<file path="src/design/rers_pkg.sv">
// Shared types, codes and arithmetic helpers for the recurrent event rate score block.
`timescale 1ns / 1ps
package rers_pkg;

	localparam int DEF_MAX_SUBJECTS   = 256;
	localparam int DEF_MAX_COVARIATES = 4;
	localparam int DEF_MAX_EVENTS     = 1024;

	localparam logic [1:0] OP_LOAD_SUBJ  = 2'd0;
	localparam logic [1:0] OP_LOAD_COV   = 2'd1;
	localparam logic [1:0] OP_LOAD_EVENT = 2'd2;
	localparam logic [1:0] OP_RUN        = 2'd3;

	localparam logic [2:0] CFG_COV_RESET = 3'd4;

	typedef enum logic [4:0] {
		ST_IDLE,
		ST_ISTART,
		ST_ILATCH,
		ST_EREAD,
		ST_ECHECK,
		ST_ENEXT,
		ST_JREAD,
		ST_JCHK,
		ST_CREAD,
		ST_CMUL,
		ST_CACC,
		ST_JNEXT,
		ST_DREAD,
		ST_DXL,
		ST_DIV,
		ST_DIFF,
		ST_SMUL,
		ST_SACC,
		ST_EMIT
	} state_t;

	typedef struct packed {
		logic accept;
		logic sub_rd_i;
		logic sub_rd_j;
		logic i_latch;
		logic i_next;
		logic ev_rd;
		logic ev_take;
		logic e_next;
		logic j_take;
		logic j_next;
		logic cov_rd_i;
		logic cov_rd_j;
		logic rmul;
		logic racc;
		logic r_next;
		logic r_clr;
		logic x_take;
		logic diff;
		logic smul;
		logic sacc;
		logic emit;
	} cmd_t;

	typedef struct packed {
		logic i_end;
		logic ev_none;
		logic e_last;
		logic ev_hit;
		logic j_hit;
		logic j_last;
		logic r_last;
		logic div_done;
	} stat_t;

	function automatic logic signed [63:0] sat_add64(input logic signed [63:0] a,
		input logic signed [63:0] b);
		logic signed [64:0] s;
		begin
			s = {a[63], a} + {b[63], b};
			if (s[64] != s[63]) begin
				sat_add64 = s[64] ? {1'b1, 63'd0} : {1'b0, {63{1'b1}}};
			end else begin
				sat_add64 = s[63:0];
			end
		end
	endfunction

endpackage

</file>
<file path="src/design/rers_ctrl.sv">
// Run sequencer: walks subjects, events, the risk set and the score update.
`timescale 1ns / 1ps
module rers_ctrl (
	input  logic           clk,
	input  logic           arst_n,
	input  logic           start,
	input  logic [1:0]     op,
	input  rers_pkg::stat_t stat,
	output rers_pkg::cmd_t  cmd,
	output logic           busy
);
	import rers_pkg::*;

	state_t state_q, state_d;

	always_ff @(posedge clk or negedge arst_n) begin
		if (!arst_n) begin
			state_q <= ST_IDLE;
		end else begin
			state_q <= state_d;
		end
	end

	always_comb begin
		state_d = state_q;
		case (state_q)
			ST_IDLE: if (start && op == OP_RUN) state_d = ST_ISTART;
			ST_ISTART: begin
				if (stat.i_end) state_d = ST_EMIT;
				else if (!stat.ev_none) state_d = ST_ILATCH;
			end
			ST_ILATCH: state_d = ST_EREAD;
			ST_EREAD:  state_d = ST_ECHECK;
			ST_ECHECK: state_d = stat.ev_hit ? ST_JREAD : ST_ENEXT;
			ST_ENEXT:  state_d = stat.e_last ? ST_ISTART : ST_EREAD;
			ST_JREAD:  state_d = ST_JCHK;
			ST_JCHK:   state_d = stat.j_hit ? ST_CREAD : ST_JNEXT;
			ST_CREAD:  state_d = ST_CMUL;
			ST_CMUL:   state_d = ST_CACC;
			ST_CACC:   state_d = stat.r_last ? ST_JNEXT : ST_CREAD;
			ST_JNEXT:  state_d = stat.j_last ? ST_DREAD : ST_JREAD;
			ST_DREAD:  state_d = ST_DXL;
			ST_DXL:    state_d = ST_DIV;
			ST_DIV:    if (stat.div_done) state_d = ST_DIFF;
			ST_DIFF:   state_d = ST_SMUL;
			ST_SMUL:   state_d = ST_SACC;
			ST_SACC:   state_d = stat.r_last ? ST_ENEXT : ST_DREAD;
			ST_EMIT:   if (stat.r_last) state_d = ST_IDLE;
			default:   state_d = ST_IDLE;
		endcase
	end

	always_comb begin
		cmd = '0;
		case (state_q)
			ST_IDLE: cmd.accept = start;
			ST_ISTART: begin
				if (stat.i_end) cmd.r_clr = 1'b1;
				else if (stat.ev_none) cmd.i_next = 1'b1;
				else cmd.sub_rd_i = 1'b1;
			end
			ST_ILATCH: cmd.i_latch = 1'b1;
			ST_EREAD:  cmd.ev_rd = 1'b1;
			ST_ECHECK: cmd.ev_take = stat.ev_hit;
			ST_ENEXT: begin
				if (stat.e_last) cmd.i_next = 1'b1;
				else cmd.e_next = 1'b1;
			end
			ST_JREAD:  cmd.sub_rd_j = 1'b1;
			ST_JCHK:   cmd.j_take = stat.j_hit;
			ST_CREAD:  cmd.cov_rd_j = 1'b1;
			ST_CMUL:   cmd.rmul = 1'b1;
			ST_CACC: begin
				cmd.racc   = 1'b1;
				cmd.r_next = !stat.r_last;
			end
			ST_JNEXT: begin
				if (stat.j_last) cmd.r_clr = 1'b1;
				else cmd.j_next = 1'b1;
			end
			ST_DREAD:  cmd.cov_rd_i = 1'b1;
			ST_DXL:    cmd.x_take = 1'b1;
			ST_DIV:    cmd = '0;
			ST_DIFF:   cmd.diff = 1'b1;
			ST_SMUL:   cmd.smul = 1'b1;
			ST_SACC: begin
				cmd.sacc   = 1'b1;
				cmd.r_next = !stat.r_last;
			end
			ST_EMIT: begin
				cmd.emit   = 1'b1;
				cmd.r_next = !stat.r_last;
			end
			default: cmd = '0;
		endcase
	end

	assign busy = (state_q != ST_IDLE);
endmodule

</file>
<file path="config.mk">
export PLATFORM = sky130hd
export DESIGN_NAME = rers_ctrl
export DESIGN_NICKNAME = d
export VERILOG_FILES = /design/src/design/rers_pkg.sv /design/src/design/rers_ctrl.sv
export SDC_FILE = /design/constraint.sdc
export NUM_CORES = 1
export LEC_CHECK = 0
export BUFFER_PORTS_ARGS = -buffer_cell sky130_fd_sc_hd__clkbuf_2
export CORE_ASPECT_RATIO = 1.25
export CORE_MARGIN = 4
export CORE_UTILIZATION = 40
export DETAILED_ROUTE_END_ITERATION = 8
export PLACE_DENSITY = 0.71
export SLEW_MARGIN = 20
export SYNTH_ARGS = -nofsm -noshare
export SYNTH_HDL_FRONTEND = slang
export SYNTH_SLANG_ARGS = --single-unit
</file>
<file path="constraint.sdc">
create_clock -name clk -period 2.59 [get_ports clk]
set_clock_uncertainty 0.2 [all_clocks]
set_input_delay 0.3885 -clock clk [delete_from_list [all_inputs] [get_ports clk]]
set_output_delay 0.3885 -clock clk [all_outputs]
set_load 0.01 [all_outputs]
</file>
## Word level (Yosys, flattened, before mapping)

Cells that the tools add are included.

| storage, ports and cells | value |
|---|---|
| register bits | 5 |
| input port bits | 13 |
| output and inout bits | 22 |
| word-level logic and storage cells | 72 |

| operators by class | value |
|---|---|
| equality and inequality tests | 23 |
| muxes and demuxes | 42 |
| reductions and logical operators | 6 |

Operators with widths:

| operator | number |
|---|---|
| one-hot mux 5 bit (19 select lines) | 1 |
| equality test 5 x 4 -> 1 bit, second input constant | 8 |
| two-way mux 1 bit | 28 |
| two-way mux 5 bit | 5 |
| equality test 5 x 3 -> 1 bit, second input constant | 4 |
| equality test 5 bit, second input constant | 3 |
| equality test 5 x 2 -> 1 bit, second input constant | 2 |
| two-way mux 2 bit | 4 |
| two-way mux 4 bit | 2 |
| != test 2 bit, second input constant | 3 |
| equality test 5 x 1 -> 1 bit, second input constant | 1 |
| zero test 5 bit | 1 |
| nonzero test 5 bit | 1 |
| one-hot mux 1 bit (2 select lines) | 2 |
| AND reduction 4 bit | 1 |
| != test 3 bit, second input constant | 1 |
| OR reduction 3 bit | 1 |
| equality test 2 bit, second input constant | 1 |
| logical AND 1 bit | 1 |
| zero test 1 bit | 1 |

## Depth between registers and ports, before layout

Gate-level depths: netlist of run 1.

| logic depth | value |
|---|---|
| depth in word-level cells | 4 |
| gate-level depth with buffers | 7 |
| depth with buffers taken out | 5 |

## Worst setup path after synthesis of run 1

No wires, ideal clock.

| path | value |
|---|---|
| path type | register to output |
| start | register state_q[2] |
| end | output cmd[19] in the netlist's numbering |
| arrival | 1.390 ns |
| required time | 2.002 ns |
| slack | 0.612 ns |
| stages on the path, launching flop included | 5 |
| path buffers | 2 |
| cells stage by stage | dfrtp_1 > buf_4 > or3b_1 > buf_6 > nor4_1 |

RTL lines:

| element | line | text |
|---|---|---|
| start: declaration | rers_ctrl.sv:14 | `state_t state_q, state_d;` |
| start signal: assignment | rers_ctrl.sv:20 | `state_q <= state_d;` |
| end: declaration | rers_ctrl.sv:9 | `output rers_pkg::cmd_t cmd,` |

==> results of run 1 <==
==> what timing repair did <==
item                                   4_1_cts  5_1_grt
hold buffers                                 1        0
buffers inserted                             0        0
endpoints found under the hold margin        5        0
gates resized for setup                      0        0
==> path summary, 6_finish.rpt <==
| path | endpoint | startpoint | cells past startpoint | slack, ps |
|---|---|---|---|---|
| worst min-delay path | state_q[4] | stat[7] | 2 | 250 |
| worst max-delay path | cmd[16] | state_q[3] | 5 | 170 |
| worst min register to register | state_q[3] | state_q[4] | 2 | 490 |
| max in group asynchronous | state_q[3] | arst_n | 2 | 1770 |
| worst max register to register | state_q[1] | state_q[1] | 5 | 490 |
| min in group asynchronous | state_q[1] | arst_n | 2 | 270 |
==> cells by family after synthesis <==
family          after synthesis  synth area share
simple gates                 60            0.4517
buf+inv                      12            0.1003
xor+xnor                      2           0.02509
compound gates               23            0.2437
flops                         5            0.1792
==> area by class of cell <==
cell class,instances,share of cell area
tap,18,0.02525
clock inverter,1,0.005610
multi-input combinational,85,0.5638
timing repair buffer,39,0.2356
clock buffer,3,0.02525
sequential,5,0.1403
inverter,1,0.004208
==> metrics by stage <==
stage	setup slack, ps	instance area, µm²	total power, µW
floorplan	611.6	698.2	796.3
global placement	518.7	854.6	974.7
detailed placement	499.5	854.6	971.2
CTS	227.1	892.1	1075
global route	80.13	892.1	1178
finish	173.3	892.1	1089
==> power by group <==
group	internal, µW	total (µW)	switching [µW]
combinational	323	796	473
clock	56.6	102	45.2
sequential	116	191	74.6
==> layout by cell type (no fill, tap or decap), drive strengths merged, types with 2 or more instances in the layout <==
cell     n
nor2    12
nand2   13
o21ai    4
clkbuf  37
a21oi    4
o21a     2
buf      4
a311oi   2
nand2b   5
nor3b    2
dfrtp    5
o22ai    3
nor3     8
and3     3
nor2b    3
nor4     5
==> synthesized netlist by cell type, types with 5 or more instances <==
| cell | number | area share |
|---|---|---|
| buf_2 | 5 | 0.036 |
| dfrtp_1 | 5 | 0.18 |
| nand2_1 | 13 | 0.070 |
| nand2b_1 | 5 | 0.045 |
| nor2_1 | 11 | 0.059 |
| nor3_1 | 8 | 0.057 |
| nor4_1 | 5 | 0.045 |
==> layer usage <==
layer / global-route usage / wire, µm
met1: 0.2456 / 864
met2: 0.3208 / 1161
met3: 0.02632 / 173
met4: 0.1659 / 95
met5: 0 / 0
==> qor.yml, run 1 <==
run_status:
  status: "finished, final reports clean"
clock_network:
  clock_sinks: 5
  cts_htree_levels: 1
  path_clk_slew_ps: 50
  root_buffer: "clkbuf_4"
  cts_tree: "done"
  clk_path_buf_depth: 2
  cts_made_buffers: 3
  clock_latency_ps: 260
drt:
  drtIter0Drc: 45
  wl_um: 2294
  wl_per_cell_um: 15.09
  drcViolationCount: 0
  first_pass_iters: 4
  num_vias: 925
  vias_per_cell: 6.086
  ant_nets: 0
placed_design:
  hpwl_um: 1731
  dp_cells: 147
  gp_routability_congestion: 0.9712
  io_buffers: 34
sta:
  relSlewSlack: 0.6173
  hold_ws_ps: 247.2
  maxSlewViolCount: 0
  max_freq_mhz: 413.8
  finalSetupViolCount: 0
  worst_pin_slew_ps: 574.1
  hold_violations: 0
  rsz0062_at_grt: "false"
  final.period_utilization: 0.9331
  tns_ps: 0
  min_period_ps: 2417
final_layout:
  regMostFlops: "state_q"
  register_area_um2: 125.1
  antenna_cells: 0
  drive_gt1_frac: 0.3358
  fin_cells: 152
  largest_reg_flops: 5
  area_growth_pct: 27.78
  multi_input_comb_area_um2: 503.0
  n_fill_cell: 157
  nets: 148
  utilization: 0.5570
  reg_top3: "state_q (5)"
die:
  die_h_um: 54.71
  core.rowCount: 16
  initial_core_util: 0.4359
  die-area_mm2: 0.002482
  die_w_um: 45.37
  core_mm2: 0.001602
  ioPinCount: 35
synthesis:
  synth-main-ff-cell: "dfrtp_1"
  synth_edf_count: 0
  synth_cells: 102
  yosysSeqAreaShare: 0.1792
  synthArstFlopShare: 1.000
  yosysUniqueCellTypes: 41
  yosysWarnings: 0
  synth.net_count: 115
  ys_ff_latch: 5
  netlist_area_um2: 698.2
  syn_area_per_cell_um2: 6.845
worst_setup_path:
  path_buf_inv: 1
  worst_setup_path_start_kind: "register"
  cp_top_family: "simple AND/OR/NAND/NOR gates"
  setup.worst_path.end_class: "primary output"
  critPathRequiredTime_ps: 2000
  slowest_delay_ps: 590
  crit_slowest_cell: "dfrtp_1"
  crit_chain: "or2_1, nor2_1, nand3b_1, nand2_1, clkbuf_2"
  arrival_ps: 1830
  worstSetupPathType: "reg2out"
  crit_path_max_fanout: 20
global_routing:
  grt-ovfl-total: 0
  grt_pass1_wl_um: 3663
  grt_pass1_vias: 859
  grt_max_degree: 21
  grt_usage: 0.2045
  antenna_found_initial: 0
hold_path:
  hp-class: "in2reg"
run:
  drv_cap: 0
power_and_ir_drop:
  p_leak_uw: 0.0004321
  ir_worst_vdd_mv: 0.6416
  powerDensity_mw_per_mm2: 1220
Power figures use the tool's default switching activity.
==> run 2: changes to the inputs <==
RECOVER_POWER = 100   (was not set)
==> qor.yml, run 2 (synthesis gave the netlist of run 1 again) <==
sta:
  max_freq_mhz: 415.8  # +0.48%
  finalSetupViolCount: 0  # unchanged
  final.period_utilization: 0.9286  # -0.004495
  maxSlewViolCount: 0  # unchanged
  rsz0062_at_grt: "false"
  relSlewSlack: 0.6173  # about the same
  tns_ps: 0  # unchanged
  worst_pin_slew_ps: 574.1  # +0.02551 ps
  min_period_ps: 2405  # -11.64 ps
  hold_violations: 0  # unchanged
global_routing:
  grt-ovfl-total: 0  # unchanged
  grt_max_degree: 21  # unchanged
  grt_usage: 0.2045  # unchanged
  grt_pass1_vias: 859  # unchanged
  antenna_found_initial: 0  # unchanged
  grt_pass1_wl_um: 3663  # unchanged
drt:
  num_vias: 913  # -1.3%
  wl_um: 2287  # -0.31%
  vias_per_cell: 6.007  # -1.3%
  drtIter0Drc: 36  # -20%
  drcViolationCount: 0  # unchanged
  ant_nets: 0  # unchanged
  wl_per_cell_um: 15.05  # -0.31%
  first_pass_iters: 4  # unchanged
clock_network:
  postCtsHoldBufs: 1  # unchanged
  cts_htree_levels: 1  # unchanged
  cts.repair.resized: 0  # unchanged
  clock_sinks: 5  # unchanged
  clock_latency_ps: 260  # about the same
  root_buffer: "clkbuf_4"
  cts_made_buffers: 3  # unchanged
  path_clk_slew_ps: 50  # about the same
  cts_tree: "done"
  clk_path_buf_depth: 2  # unchanged
  post_cts_buffers: 0  # unchanged
final_layout:
  regMostFlops: "state_q"
  nets: 148  # unchanged
  area_growth_pct: 23.12
  antenna_cells: 0  # unchanged
  largest_reg_flops: 5  # unchanged
  final_common_cell: "clkbuf_1"
  drive_gt1_frac: 0.1716  # -0.1642
  utilization: 0.5367  # -0.02031
  final_cell_mix: "clkbuf_1, clkbuf_2, nand2_1"
  stdcell_area_um2: 859.6  # -3.6%
  reg_top3: "state_q (5)"
die:
  ioPinCount: 35  # unchanged
  die-area_mm2: 0.002482  # unchanged
  die_w_um: 45.37  # unchanged
  initial_core_util: 0.4359  # unchanged
  die_h_um: 54.71  # unchanged
  core.rowCount: 16  # unchanged
  core_mm2: 0.001602  # unchanged
worst_setup_path:
  crit_chain: "or2_1, nor2_1, and3_1, clkbuf_2"
  crit_slowest_cell: "dfrtp_1"
  regToRegStartpoint: "state_q[1]"
  slowest_delay_ps: 590  # about the same
  cp.depth: 4  # -1
  critPathRequiredTime_ps: 2000  # about the same
  regToRegEndpoint: "state_q[1]"
  path_buf_inv: 1  # unchanged
  worstRegToRegCells: 5  # unchanged
  crit_path_max_fanout: 20  # unchanged
  worstSetupPathType: "reg2out"
  ff2ff_setup_slack_ps: 440  # -50 ps
  cp_top_family: "simple AND/OR/NAND/NOR gates"
  worst_setup_path_start_kind: "register"
  cp-startpoint: "state_q[3]"
  arrival_ps: 1820  # about the same
  setup.worst_path.end_class: "primary output"
  endpoint: "cmd[14]"
run:
  drv_cap: 0  # unchanged
power_and_ir_drop:
  ir_worst_vdd_mv: 0.6318  # -1.5%
  powerDensity_mw_per_mm2: 1229  # +0.73%
  p_leak_uw: 0.0003628  # -16%
run_status:
  status: "finished, final reports clean"
placed_design:
  io_buffers: 34  # unchanged
  hpwl_um: 1731  # unchanged
  gp_routability_congestion: 0.9712  # unchanged
  postPlaceCellArea_um2: 854.6  # unchanged
hold_path:
  hp-class: "in2reg"
-- run 2: worst register-to-register path, cell delays in order (launching register included) --
cell	delay, ps
dfrtp_1	680
nand2b_1	340
nor3b_1	90
or3_1	340
a211oi_1	240
o22ai_1	130
-- run 2: worst min-delay path by stage --
stage,start,endpoint,slack [ps],cells past startpoint
2_1_floorplan,arst_n,state_q[0],-110,0
3_3_place_gp,arst_n,state_q[1],3,1
3_5_place_dp,arst_n,state_q[1],10,1
4_1_cts,stat[7],state_q[4],250,2
5_1_grt,stat[1],state_q[3],250,2
6_report,stat[7],state_q[4],250,2
-- run 2: cell type report --
| type | count | area (µm²) |
|---|---|---|
| clock inverter | 1 | 5.005 |
| inverter | 1 | 3.754 |
| sequential | 5 | 125.1 |
| fill | 172 | 742.0 |
| multi-input combinational | 85 | 495.5 |
| tap | 18 | 22.52 |
| clock buffer | 3 | 22.52 |
| timing repair buffer | 39 | 185.2 |
-- run 2: per-stage QoR --
step	hold slack [ps]	cells	setup slack, ps	total power (µW)
2_1_floorplan	-107.1	102	611.6	796.3
3_3_place_gp	3.422	147	518.7	974.7
3_5_place_dp	11.86	147	499.5	971.2
4_1_cts	247.9	152	227.1	1075
5_1_grt	248.0	152	53.38	1145
6_report	251.1	152	184.9	1057
-- run 2: power breakdown --
group / total (µW) / switching [µW] / internal [µW] / leakage, µW
clock network: 100 / 43.5 / 56.5 / 0.0000177
registers: 191 / 75.2 / 116 / 0.0000632
logic: 765 / 464 / 302 / 0.000282
total: 1060 / 582 / 474 / 0.000363
-- run 2: per-layer routing --
metal  global-route usage  routed length [µm]  vias to the layer above
li1                     -                   -                      435
met1               0.2456                 863                      416
met2               0.3208                1147                       53
met3              0.02632                 189                        9
met4               0.1659                  87                        0
met5                    0                   0                        -
